==> config.mk <==
export PLATFORM = sky130hd
export DESIGN_NAME = tuna_div_cell
export DESIGN_NICKNAME = d
export VERILOG_FILES = /design/src/design/tuna_div_cell.sv
export SDC_FILE = /design/constraint.sdc
export NUM_CORES = 1
export LEC_CHECK = 0
export CORE_ASPECT_RATIO = 1.25
export CORE_UTILIZATION = 40
export DETAILED_ROUTE_END_ITERATION = 10
export DONT_BUFFER_PORTS = 1
export PLACE_DENSITY_LB_ADDON = 0.3
export SETUP_SLACK_MARGIN = 0.4
export SLEW_MARGIN = 20
export SYNTH_ARGS = -nofsm -noshare
export SYNTH_HDL_FRONTEND = slang
export SYNTH_SLANG_ARGS = --single-unit
==> constraint.sdc <==
create_clock -name clk_i -period 0.8 [get_ports clk_i]
set_input_delay 0.04 -clock clk_i [delete_from_list [all_inputs] [get_ports clk_i]]
set_output_delay 0.04 -clock clk_i [all_outputs]
set_load 0.01 [all_outputs]
==> src/design/tuna_div_cell.sv <==
`timescale 1ns / 1ps
// ----------------------------------------------------------------------------
// tuna_div_cell
// One restoring division step for all three normal components at once: each
// cycle settles one quotient bit per component against the shared magnitude.
// ----------------------------------------------------------------------------
module tuna_div_cell #(
  parameter int unsigned RootWidth = 49,
  parameter int unsigned QuotWidth = 15
) (
  input  logic                   clk_i,
  input  logic                   rst_ni,
  input  logic                   valid_i,
  input  logic [RootWidth-1:0]   mag_i,
  input  logic [3*(RootWidth+1)-1:0] rem_i,
  input  logic [3*QuotWidth-1:0] quot_i,
  input  logic [2:0]             neg_i,
  output logic                   valid_o,
  output logic [RootWidth-1:0]   mag_o,
  output logic [3*(RootWidth+1)-1:0] rem_o,
  output logic [3*QuotWidth-1:0] quot_o,
  output logic [2:0]             neg_o
);

  localparam int unsigned RemWidth = RootWidth + 1;

  logic                   valid_q;
  logic [RootWidth-1:0]   mag_q;
  logic [3*RemWidth-1:0]  rem_q, rem_d;
  logic [3*QuotWidth-1:0] quot_q, quot_d;
  logic [2:0]             neg_q;
  logic [RemWidth:0]      shifted [3];

  always_comb begin
    for (int k = 0; k < 3; k++) begin
      shifted[k] = {rem_i[k*RemWidth +: RemWidth], 1'b0};
      if (shifted[k] >= {2'b00, mag_i}) begin
        rem_d[k*RemWidth +: RemWidth] = RemWidth'(shifted[k] - {2'b00, mag_i});
        quot_d[k*QuotWidth +: QuotWidth] =
          {quot_i[k*QuotWidth +: QuotWidth-1], 1'b1};
      end else begin
        rem_d[k*RemWidth +: RemWidth] = RemWidth'(shifted[k]);
        quot_d[k*QuotWidth +: QuotWidth] =
          {quot_i[k*QuotWidth +: QuotWidth-1], 1'b0};
      end
    end
  end

  always_ff @(posedge clk_i or negedge rst_ni) begin
    if (!rst_ni) begin
      valid_q <= 1'b0;
    end else begin
      valid_q <= valid_i;
    end
  end

  always_ff @(posedge clk_i) begin
    mag_q  <= mag_i;
    rem_q  <= rem_d;
    quot_q <= quot_d;
    neg_q  <= neg_i;
  end

  assign valid_o = valid_q;
  assign mag_o   = mag_q;
  assign rem_o   = rem_q;
  assign quot_o  = quot_q;
  assign neg_o   = neg_q;

endmodule

==> results.py <==
metrics = {
    "status": {
        "outcome": "finished with violations",
        "violations": "hold timing, setup timing",
    },
    "clock_tree": {
        "cts-htree-levels": 1,
        "cts_tree": "yes",
        "clock_sinks": 248,
        "cts_max_path_buffers": 3,
        "cts_buffers": 26,
        "clk_pin_slew_worst_paths_ns": 0.07,
        "root_buffer": "clkbuf_16",
    },
    "timing": {
        "slew_headroom_pct": 53.6,
        "setup-violations-final": 401,
        "finalMaxSlewViolations": 0,
        "setup_ws_ns": -1.61,
        "finalCritPeriodShare_pct": 302,
        "min_period_ns": 2.41,
        "rsz0062_at_grt": "yes",
        "hold_ws_ns": -0.504,
        "hold_violations": 54,
        "worstMarginPinSlew_ns": 0.688,
        "fmax_mhz": 414,
    },
    "pwr": {
        "power.total_w": 0.0468,
        "power_leakage_nw": 12.0,
        "peakVddDrop_uv": 1730,
        "power_density_nw_per_um2": 1800,
    },
    "setup_path": {
        "critPathSlowestCell": "a2111o_1",
        "critical_path.cell_chain": "clkinvlp_4, ha_4, buf_6, buf_4, a311o_1, a221oi_4, o21ai_2, a21boi_2, nor2_2, a2111o_1, buf_4, buf_4, xnor2_1, o21ai_1",
        "path_max_fanout": 5,
        "path_buf_inv": 5,
        "crit_top_cell": "buf_4",
        "cp_top_family": "compound AO/OA/AOI/OAI gates",
        "endpoint_kind": "flop",
        "max_stage_delay_ns": 0.48,
        "cp.required_ns": 1.27,
        "crit_type": "in -> reg",
        "start_kind": "primary input",
        "crit_arrival_ns": 2.88,
    },
    "global_route": {
        "grt_pass1_vias": 18500,
        "grt_max_degree": 22,
        "grt_remaining_overflow": 0,
        "grt_first_pass_wirelength_mm": 104,
        "grt_use_total_pct": 34.5,
        "antenna_found_initial": 2,
    },
    "floorplanning": {
        "num_rows": 80,
        "io_pins": 498,
        "design.die.area_sq_um": 40000,
        "start_util_pct": 40.9,
        "die_x_um": 179,
        "core_area_sq_um": 38300,
        "fp.dieH_um": 223,
    },
    "final_layout": {
        "area_growth_pct": 66.1,
        "drive_gt1_share_pct": 35.2,
        "final_area_sq_um": 26000,
        "final_cell_mix": "buf_4, dfxtp_1, dlygate4sd3_1",
        "final_common_cell": "buf_4",
        "fillers": 3087,
        "final_nets": 3159,
        "final_core_util_pct": 67.9,
    },
    "logic_synthesis": {
        "netlist_instances": 1893,
        "synthMuxAreaShare_pct": 3.07,
        "synth_nets": 2293,
        "yosys.area_share.simple_pct": 16.2,
        "async_reset_ff_share_pct": 0.403,
        "synthesis.area_sq_um": 15700,
        "ys_warn_count": 0,
        "synthAdderAreaFrac_pct": 12.1,
        "synth_top_family_by_area": "compound AO/OA/AOI/OAI gates",
        "synth_seq_cells": 248,
        "synth_xor_area_share_pct": 7.10,
        "ys_seq_area_share_pct": 31.7,
        "postSynthAreaPerCell_sq_um": 8.28,
        "synth_flop_cell": "dfxtp_1",
        "synth-compound-area-share_pct": 25.6,
        "ys_types": 83,
        "synth-edff-count": 0,
    },
    "place": {
        "hpwl_mm": 55.7,
        "place.gp.congestion": 0.993,
        "port_buffers": 0,
        "postPlaceCellArea_sq_um": 21100,
    },
    "drt": {
        "first_pass_iters": 5,
        "met3WireLength_mm": 5.03,
        "drt_iter0_markers": 920,
        "highest_layer": "met5",
        "vias": 18400,
        "routed_via_density": 5.62,
        "wl_met1_mm": 26.6,
        "wl_mm": 74.5,
        "drtAntennaViolNets": 0,
        "wl_met2_mm": 37.7,
        "wl_per_cell_um": 22.8,
        "route.detailed.drc": 0,
    },
    "hold_path": {
        "worstHoldPathType": "in -> reg",
    },
    "run": {
        "maxCapViolCount": 0,
    },
}
stage by stage:
stage	TNS, ns	worst slack, ns	instances	hold WS (ns)
4_1_cts	-258.15	-1.47	3217	-0.524
6_report	-263.49	-1.61	3272	-0.504
5_1_grt	-284.29	-1.68	3271	-0.515
3_5_place_dp	-305.15	-2.20	2955	-0.256
2_1_floorplan	-243.78	-1.98	1893	-0.256
3_3_place_gp	-299.97	-2.16	2955	-0.256
final timing paths:
check                      slack, ns  depth (start not counted)      from        end
max                            -1.61                         14  mag_i[4]  rem_o[88]
min                            -0.50                          0  mag_i[1]   mag_o[1]
max in group asynchronous       0.40                          2    rst_ni    valid_o
min in group asynchronous       0.29                          2    rst_ni    valid_o
sequential cells by signal, summed over array words and instances (netlist names):
register and count:
rem_o 150, mag_o 49, quot_o 45, neg_o 3, valid_o 1
kinds of logic (layout without fill, tap and decap cells):
| kind of cell | Yosys count | after routing |
|---|---|---|
| compound gates | 631 | 632 |
| xor+xnor | 127 | 127 |
| fa+ha+maj | 150 | 150 |
| buf+inv | 160 | 1045 |
| flops | 248 | 248 |
| mux | 43 | 43 |
| other cells | 0 | 1 |
| simple gates | 534 | 534 |
final cells by class:
class	count	area (sq um)	share of cell area, %
antenna	1	2.50	0.00962
tap	492	616	2.37
clock inverter	16	196	0.755
clock buffer	32	714	2.75
sequential	248	4980	19.1
inverter	88	383	1.47
timing repair buffer	909	7850	30.2
multi-input combinational	1486	11300	43.3
cells in the mapped netlist, drive strengths merged (4+ instances only):
master     n  area [sq um]
a2111oi    4          47.6
a211o      4          35.0
a211oi    15           118
a21boi    14           113
a21o      93           698
a21oi    175           883
a221oi     8          87.6
a311oi     4          41.3
a31oi     22           138
and2       9          56.3
and3      15          93.8
and4       8          70.1
buf       25           141
clkbuf    47           178
dfxtp    247          4940
ha       147          1840
inv       88           333
mux2      40           450
nand2    212           796
nand2b    13          81.3
nand3     45           225
nand4     41           257
nor2      96           368
nor2b     11          68.8
nor3      36           180
nor3b      5          37.5
nor4      12          75.1
nor4b      4          35.0
o211ai    15           118
o21a      18           135
o21ai    173           870
o21bai    34           255
o31ai     13          97.6
o41ai      4          35.0
or2        5          31.3
or3        9          56.3
or4        4          30.0
xnor2     69           604
xor2      58           508
per-layer routing:
layer,vias up,global-route usage (%)
li1,8622,-
met1,8696,36.3
met2,780,63.4
met3,277,5.83
met4,4,20.1
met5,-,0
what timing repair did:
item	CTS	global route
gates resized for setup	167	142
cloned	9	5
endpoints found under the hold margin	246	73
hold buffers	176	37
buffers inserted	29	12
setup endpoints to repair	401	401
pin swaps	62	35
power by group:
part	internal, W	leakage, nW	total (W)	switching, W
combinational	0.00898	9.49	0.0171	0.00812
clock	0.00744	0.435	0.0131	0.00568
sequential	0.0144	2.10	0.0166	0.00221
(Power assumes the default switching activity.)
