--- config.mk ---
export PLATFORM = sky130hd
export DESIGN_NAME = tuna_sqrt_cell
export DESIGN_NICKNAME = d
export VERILOG_FILES = /design/src/design/tuna_sqrt_cell.sv
export SDC_FILE = /design/constraint.sdc
export NUM_CORES = 1
export LEC_CHECK = 0
export BUFFER_PORTS_ARGS = -buffer_cell sky130_fd_sc_hd__buf_2
export CAP_MARGIN = 20
export CORE_AREA = 5 5 270 272
export DETAILED_ROUTE_END_ITERATION = 7
export DIE_AREA = 0 0 275 277
export SLEW_MARGIN = 5
export SYNTH_ARGS = -nofsm -noshare
export SYNTH_HDL_FRONTEND = slang
export SYNTH_SLANG_ARGS = --single-unit
--- constraint.sdc ---
create_clock -name clk_i -period 0.8 [get_ports clk_i]
set_clock_uncertainty 0.1 [all_clocks]
set_input_delay 0.04 -clock clk_i [delete_from_list [all_inputs] [get_ports clk_i]]
set_output_delay 0.04 -clock clk_i [all_outputs]
set_load 0.005 [all_outputs]
--- src/design/tuna_sqrt_cell.sv ---
`timescale 1ns / 1ps
// ----------------------------------------------------------------------------
// tuna_sqrt_cell
// One step of the restoring integer square root: settles one root bit per
// cycle and hands the partial root, remainder and item payload onwards.
// ----------------------------------------------------------------------------
module tuna_sqrt_cell #(
  parameter int unsigned SumWidth  = 98,
  parameter int unsigned RootWidth = 49,
  parameter int unsigned CompWidth = 49,
  parameter int unsigned Step      = 0
) (
  input  logic                 clk_i,
  input  logic                 rst_ni,
  input  logic                 valid_i,
  input  logic [SumWidth-1:0]  rad_i,
  input  logic [RootWidth-1:0] root_i,
  input  logic [RootWidth+1:0] rem_i,
  input  logic [3*CompWidth-1:0] mag_i,
  input  logic [2:0]           neg_i,
  output logic                 valid_o,
  output logic [SumWidth-1:0]  rad_o,
  output logic [RootWidth-1:0] root_o,
  output logic [RootWidth+1:0] rem_o,
  output logic [3*CompWidth-1:0] mag_o,
  output logic [2:0]           neg_o
);

  // Bit pair of the radicand consumed at this step, from the top down.
  localparam int unsigned PairLo = 2 * (RootWidth - 1 - Step);

  logic                 valid_q;
  logic [SumWidth-1:0]  rad_q;
  logic [RootWidth-1:0] root_q, root_d;
  logic [RootWidth+1:0] rem_q, rem_d, trial;
  logic [RootWidth+1:0] shifted;
  logic [3*CompWidth-1:0] mag_q;
  logic [2:0]           neg_q;

  always_comb begin
    shifted = {rem_i[RootWidth-1:0], rad_i[PairLo+1 -: 2]};
    trial   = {root_i, 2'b01};
    if (shifted >= trial) begin
      rem_d  = shifted - trial;
      root_d = {root_i[RootWidth-2:0], 1'b1};
    end else begin
      rem_d  = shifted;
      root_d = {root_i[RootWidth-2:0], 1'b0};
    end
  end

  always_ff @(posedge clk_i or negedge rst_ni) begin
    if (!rst_ni) begin
      valid_q <= 1'b0;
    end else begin
      valid_q <= valid_i;
    end
  end

  always_ff @(posedge clk_i) begin
    rad_q  <= rad_i;
    root_q <= root_d;
    rem_q  <= rem_d;
    mag_q  <= mag_i;
    neg_q  <= neg_i;
  end

  assign valid_o = valid_q;
  assign rad_o   = rad_q;
  assign root_o  = root_q;
  assign rem_o   = rem_q;
  assign mag_o   = mag_q;
  assign neg_o   = neg_q;

endmodule

==> results.cfg, run 1 <==
[synthesis]
yosys.area_share.simple_pct = 8.69
synth_edf_count = 0
syn_nets = 1368
synth.ff_latch_count = 349
yosysUniqueCellTypes = 59
synth_area_um2 = 10800
ys_seq_area_share_pct = 64.5
synth_top_family_by_area = compound AO/OA/AOI/OAI gates
synth_compound_area_share_pct = 12.8
synth_top_area_share_pct = 64.3
ys_async_sr_fraction_pct = 0.287
yosys-top-cells-area = dfxtp_1 64%, ha_1 5.9%, o21ai_0 3.2%, nand2_1 2.7%, a21oi_1 2.6%
avgSynthCellArea_um2 = 11.2
muxShareOfSynthArea_pct = 0.809
yosys_warnings = 0
synth_xor_area_share_pct = 3.48
yosys.area.top_type = dfxtp_1
yosys_most_used_dff = dfxtp_1
synthCells = 966
synth_fa_ha_area_share_pct = 5.89

[die]
die_w_um = 275
core_area_um2 = 70500
initial_core_util_pct = 15.4
rows = 98
io_pins = 700
fp.dieArea_um2 = 76200
die_y_um = 277

[finish]
final_area_um2 = 24900
drive_gt1_share_pct = 62.1
final_cells = 3262
nNetsFinal = 2667
area_growth_pct = 130
fill_cells = 6819

[worst_hold_path]
min_path_cells = 1
worstHoldPathType = in -> reg
hold_start = root_i[32]
min_to = root_o[33]$_DFF_P_

[sta]
finalSetupTns_ns = -169.58
min_period_over_period_pct = 262
hold_viol = 20
finalSetupViolations = 401
worst_slew_pin_slew_ns = 0.663
fmax_ghz = 0.477
rsz0062_at_grt = yes
min_period_ns = 2.10
finalWorstSetupSlack_ns = -1.30
whs_ns = -0.482
slew_viol_final = 0
relSlewSlack_pct = 55.5

[critical_path]
timing.critical_path.from = root_i[0]
crit_path_end_kind = flip-flop
crit_fanout = 4
critPathMaxStageDelay_ns = 0.39
cp.arrival_ns = 2.45
critPathKind = in -> reg
critPathLaunchType = primary input
cp_slowest_cell = o41a_1
worstPathBufferInverterCount = 2
cp.required_ns = 1.15
cp_top_family = compound AO/OA/AOI/OAI gates
path_cells = buf_12 -> inv_12 -> ha_4 -> nor2b_4 -> o31a_1 -> o41a_1 -> o21bai_2 -> a221oi_4 -> o211ai_1 -> a21boi_1 -> or3_1 -> a31o_2

[route]
routedWlPerCell_um = 21.5
routed_wl_mm = 70.1
firstDrtPassIters = 5
ant_nets = 0
vias_per_cell = 3.86
vias = 12600
drtIter0Drc = 441
drc = 0

[clock_network]
cts_sinks = 349
cts_made_buffers = 40
clkTransAtPathRegs_ns = 0.07
clock_path_buffers = 3
ctsHtreeMaxLevel = 2
cts_tree = built
ctsRootBufferMaster = clkbuf_16

[grt]
track_usage_pct = 16.7
overflow = 0
grt_pass1_wl_mm = 92.8
antenna_found_initial = 36
grt_pass1_vias = 13200
grt_max_degree = 41

[outcome]
violations = hold timing, setup timing
status = complete, but fails checks

[power]
leakage_uw = 0.0114
powerDensity_nw_per_um2 = 2000
irDropWorstVdd_mv = 1.75

[placed_design]
port_buffers = 697
dp_hpwl_mm = 52.3
gp_congestion = 0.871
placed_area_um2 = 17300
place_ws_ns = -2.08
dp.cells = 2796

[flow_run]
maxCapViolCount = 0
## power by group
part           total [µW]  internal, µW  leakage [µW]  switching, µW
clock network       18300         10400      0.000643           7950
registers           19400         18900       0.00295            577
logic               12200          6930       0.00785           5270
## per-layer routing
metal	global-route usage, %	part of all wire [%]	vias up
met4	9.99	7.1	8
met3	4.59	7.3	192
met5	0	0.079	-
met1	15.3	32	5912
met2	32.1	53	555
li1	-	-	5927
## timing repair
| action | CTS | global route |
|---|---|---|
| hold buffers | 318 | 19 |
| buffers inserted | 20 | 16 |
| resized for setup | 413 | 323 |
| endpoints found under the setup margin | 401 | 401 |
| endpoints found under the hold margin | 349 | 45 |
| cloned | 1 | 9 |
| pin swaps | 39 | 77 |
## area by class of cell
| cell class | count | area, µm² | share of cell area, % |
|---|---|---|---|
| inverters | 67 | 297 | 1.19 |
| well taps | 950 | 1190 | 4.76 |
| flip-flops and latches | 349 | 7260 | 29.1 |
| diodes | 18 | 45.0 | 0.181 |
| repair buffers | 1287 | 10300 | 41.4 |
| clock buffers | 53 | 1170 | 4.70 |
| multi-input cells | 520 | 4510 | 18.1 |
| clock inverters | 18 | 135 | 0.542 |
## synthesized netlist by cell type, types with 3 or more instances
library cell,instances
dfxtp_1,348
a31oi_1,4
inv_1,66
o21ai_0,70
and3_1,3
buf_4,6
mux2_4,3
o21a_1,5
nor2b_1,4
a21o_1,24
nor2_1,33
o31ai_1,7
o211ai_1,8
ha_1,51
xnor2_1,29
o21bai_1,14
clkbuf_1,12
o21ai_1,3
nand2_1,79
or3_1,9
nor3_1,15
a22oi_1,3
nand4_1,20
nand2b_1,5
buf_2,9
nand3_1,15
a21oi_1,56
a211oi_1,5
and2_1,4
and4_1,3
xor2_1,14
## worst max path at each step
stage / end / depth (start not counted) / slack, ns
4_1_cts: rem_o[4]$_DFF_P_ / 13 / -1.21
3_5_place_dp: rem_o[42]$_DFF_P_ / 12 / -2.08
3_3_place_gp: rem_o[42]$_DFF_P_ / 12 / -2.06
5_1_grt: rem_o[40]$_DFF_P_ / 12 / -1.34
6_report: rem_o[40]$_DFF_P_ / 12 / -1.30
2_1_floorplan: rem_o[40]$_DFF_P_ / 11 / -1.54
## registers in the layout, summed over array words and instances (netlist names)
name / count
rad_o: 98
root_o: 49
rem_o: 51
valid_o: 1
neg_o: 3
mag_o: 147
## cells by family after synthesis
logic type,count (synthesis)
xor gates and xnor gates,43
DFF,349
adders and majority gates,51
buffers and inverters,97
muxes,7
AOI/OAI and AO/OA,222
and+or+nand+nor,197
## through the flow
step / power, µW / util, %
after detailed placement: 27600 / 24.6
after global routing: 52100 / 35.4
after global placement: 27600 / 24.6
after floorplan: 22600 / -
final: 50000 / 35.4
after CTS: 48900 / 33.0
## placed cells by master (no fill, tap or decap), types with 8 or more instances in the layout
master / instances
a21o_1: 24
a21oi_1: 41
a21oi_2: 11
buf_12: 8
buf_2: 491
buf_4: 225
buf_6: 211
buf_8: 9
clkbuf_16: 48
clkbuf_8: 8
dfxtp_1: 139
dfxtp_2: 208
diode_2: 18
dlygate4sd3_1: 337
ha_1: 18
ha_4: 29
inv_1: 45
inv_2: 14
nand2_1: 44
nand2_2: 30
nand3_1: 12
nand4_1: 20
nor2_1: 28
nor3_1: 10
o211ai_1: 8
o21ai_0: 20
o21ai_1: 24
o21ai_2: 25
o21bai_1: 13
xnor2_1: 27
xor2_1: 14
No activity file was read; power rests on OpenSTA's default activity.
==> run 2: changes to the inputs <==
- ABC_AREA: not set -> 1
- CORE_AREA: 5 5 270 272 -> 5 5 273 275
- DIE_AREA: 0 0 275 277 -> 0 0 278 280
==> run 2 against run 1 <==
The run still ends with hold timing, setup timing left. Maximum frequency grew 39%. Via count grew 18%. Sequential power is essentially flat. Utilization grew 2.1 points.
==> results.cfg, run 2 <==
[outcome]
status = complete, but fails checks
violations = hold timing, setup timing

[synthesis]
yosysUniqueCellTypes = 37
avgSynthCellArea_um2 = 8.29
synth.most_common_cell = nand2_1
synth_edf_count = 0
yosys.area.top_type = dfxtp_1
netlist_top_cells_count = 475 x nand2_1, 348 x dfxtp_1, 297 x inv_1
syn_nets = 1909
yosys_warnings = 0
ys_seq_area_share_pct = 56.0
synthCells = 1507
synth_area_um2 = 12500
synth.ff_latch_count = 349
synth_top_area_share_pct = 55.8
yosys-top-cells-area = dfxtp_1 56%, nand2_1 14%, inv_1 8.9%, ha_1 5.1%, nor2_1 2.2%
ys_async_sr_fraction_pct = 0.287
yosys_most_used_dff = dfxtp_1

[power]
p_int_uw = 36600
clkPwrFrac_pct = 37.1
irDropWorstVdd_mv = 1.81
combPwrFrac_pct = 25.0
switching_share_pct = 28.4
pwr-share-seq_pct = 37.9
powerDensity_nw_per_um2 = 1890
p_sw_uw = 14500
leakage_uw = 0.0135

[critical_path]
crit_fanout = 8
crit_path_end_kind = flip-flop
critPathKind = in -> reg
cp.arrival_ns = 1.89
critPathLaunchType = primary input
cp.required_ns = 1.18

[die]
core_area_um2 = 72100
die_y_um = 280
die_w_um = 278
initial_core_util_pct = 17.3
io_pins = 700
rows = 99
fp.dieArea_um2 = 77800

[finish]
area_growth_pct = 116
final_cell_mix = 478 x buf_2, 371 x nand2_1, 334 x dlygate4sd3_1, 243 x inv_1, 242 x buf_4
final_cells = 3825
largest_reg_flops = 147
drive_gt1_share_pct = 54.4
layout_commonest_cell = buf_2
nNetsFinal = 3229
final_core_util_pct = 37.5

[clock_network]
cts_made_buffers = 41
cts_sinks = 349
clock_path_buffers = 3
ctsRootBufferMaster = clkbuf_16
clkTransAtPathRegs_ns = 0.06
cts_tree = built
ctsHtreeMaxLevel = 2

[route]
vias = 14800
drtIter0Drc = 523
routed_wl_mm = 79.0
ant_nets = 0
firstDrtPassIters = 5
vias_per_cell = 3.88
drc = 0
routedWlPerCell_um = 20.6

[placed_design]
gp_congestion = 0.932
dp.cells = 3364
port_buffers = 697
dp_hpwl_mm = 62.1

[worst_hold_path]
worstHoldPathType = in -> reg

[sta]
relSlewSlack_pct = 78.7
hold_viol = 43
slew_viol_final = 0
whs_ns = -0.522
rsz0062_at_grt = yes
finalWorstSetupSlack_ns = -0.705
worst_slew_pin_slew_ns = 0.317
finalSetupViolations = 401
min_period_ns = 1.50
min_period_over_period_pct = 188
fmax_ghz = 0.665

[grt]
grt_max_degree = 33
overflow = 0
grt_pass1_vias = 15500
grt_pass1_wl_mm = 107
track_usage_pct = 18.9
antenna_found_initial = 37

[flow_run]
maxCapViolCount = 0
==> run 2: changes by cell type in the layout (fill, tap and decap cells not counted), sizes merged, moves of 28 or more <==
cell and change:
nand2 +402, inv +243, nor2 +50, o21ai -42
nand3 +38, xnor2 -28
==> run 2: power groups by stage <==
stage / Combinational [µW] / Sequential (µW) / Clock (µW)
floorplan: 3430 / 19600 / 0
global placement: 8980 / 19400 / 0
detailed placement: 8990 / 19400 / 0
CTS: 11900 / 19200 / 19600
global route: 13700 / 19500 / 20200
finish: 12800 / 19400 / 19000
==> run 2: timing repair <==
action                                  4_1_cts  5_1_grt
pin swaps                                    85       37
hold buffers                                325        9
endpoints found under the setup margin      401      401
cloned                                        1        5
gates resized for setup                     540      287
hold endpoints to repair                    349       83
setup buffers                                34        7
==> run 2: kinds of logic after synthesis <==
| kind of cell | synth area share, % |
|---|---|
| AOI/OAI and AO/OA | 3.20 |
| xor gates and xnor gates | 1.96 |
| adders and majority gates | 5.11 |
| buffers and inverters | 9.96 |
| DFF | 56.0 |
| and+or+nand+nor | 23.8 |
==> run 2: final cells by class <==
cell class                 instances  area [µm²]
fill                            7254       45100
timing repair buffer            1291       10400
sequential                       349        7260
multi-input combinational        835        5630
inverter                         309        1210
tap                              959        1200
clock buffer                      57        1140
clock inverter                    18         211
antenna                            7        17.5
==> run 2: worst paths after layout <==
kind	startpoint	end	slack, ns	cells after the start
max in group asynchronous	rst_ni	valid_o$_DFF_PN0_	0.24	3
min in group asynchronous	rst_ni	valid_o$_DFF_PN0_	0.25	3
worst min-delay path	root_i[13]	root_o[14]$_DFF_P_	-0.52	1
worst max-delay path	root_i[38]	rem_o[12]$_DFF_P_	-0.70	15
==> run 2: per-stage QoR <==
stage,setup slack [ns],total power (µW),cell area (µm²),setup TNS (ns)
floorplan,-0.898,23000,13100,-44.06
global placement,-1.41,28400,19300,-68.23
detailed placement,-1.43,28400,19300,-68.89
CTS,-0.589,50600,25800,-155.88
global route,-0.749,53400,27000,-168.03
finish,-0.705,51100,27000,-147.19
==> run 2: worst max-delay path: stages <==
cell,delay (ns)
buf_8,0.08
inv_4,0.03
ha_4,0.29
nand2_4,0.06
inv_4,0.06
nand2_4,0.06
nor3_4,0.25
nand2_2,0.15
nor2_4,0.18
nand3_4,0.10
nand3_4,0.15
buf_12,0.16
clkbuf_16,0.16
nand2_2,0.04
o21ai_1,0.08
==> run 2: layer usage <==
layer	GRT usage [%]	up-vias	part of all wire [%]
li1	-	7188	-
met1	18.0	6839	33
met2	38.9	606	56
met3	3.84	184	5.6
met4	8.08	8	5.8
met5	0	-	0.061
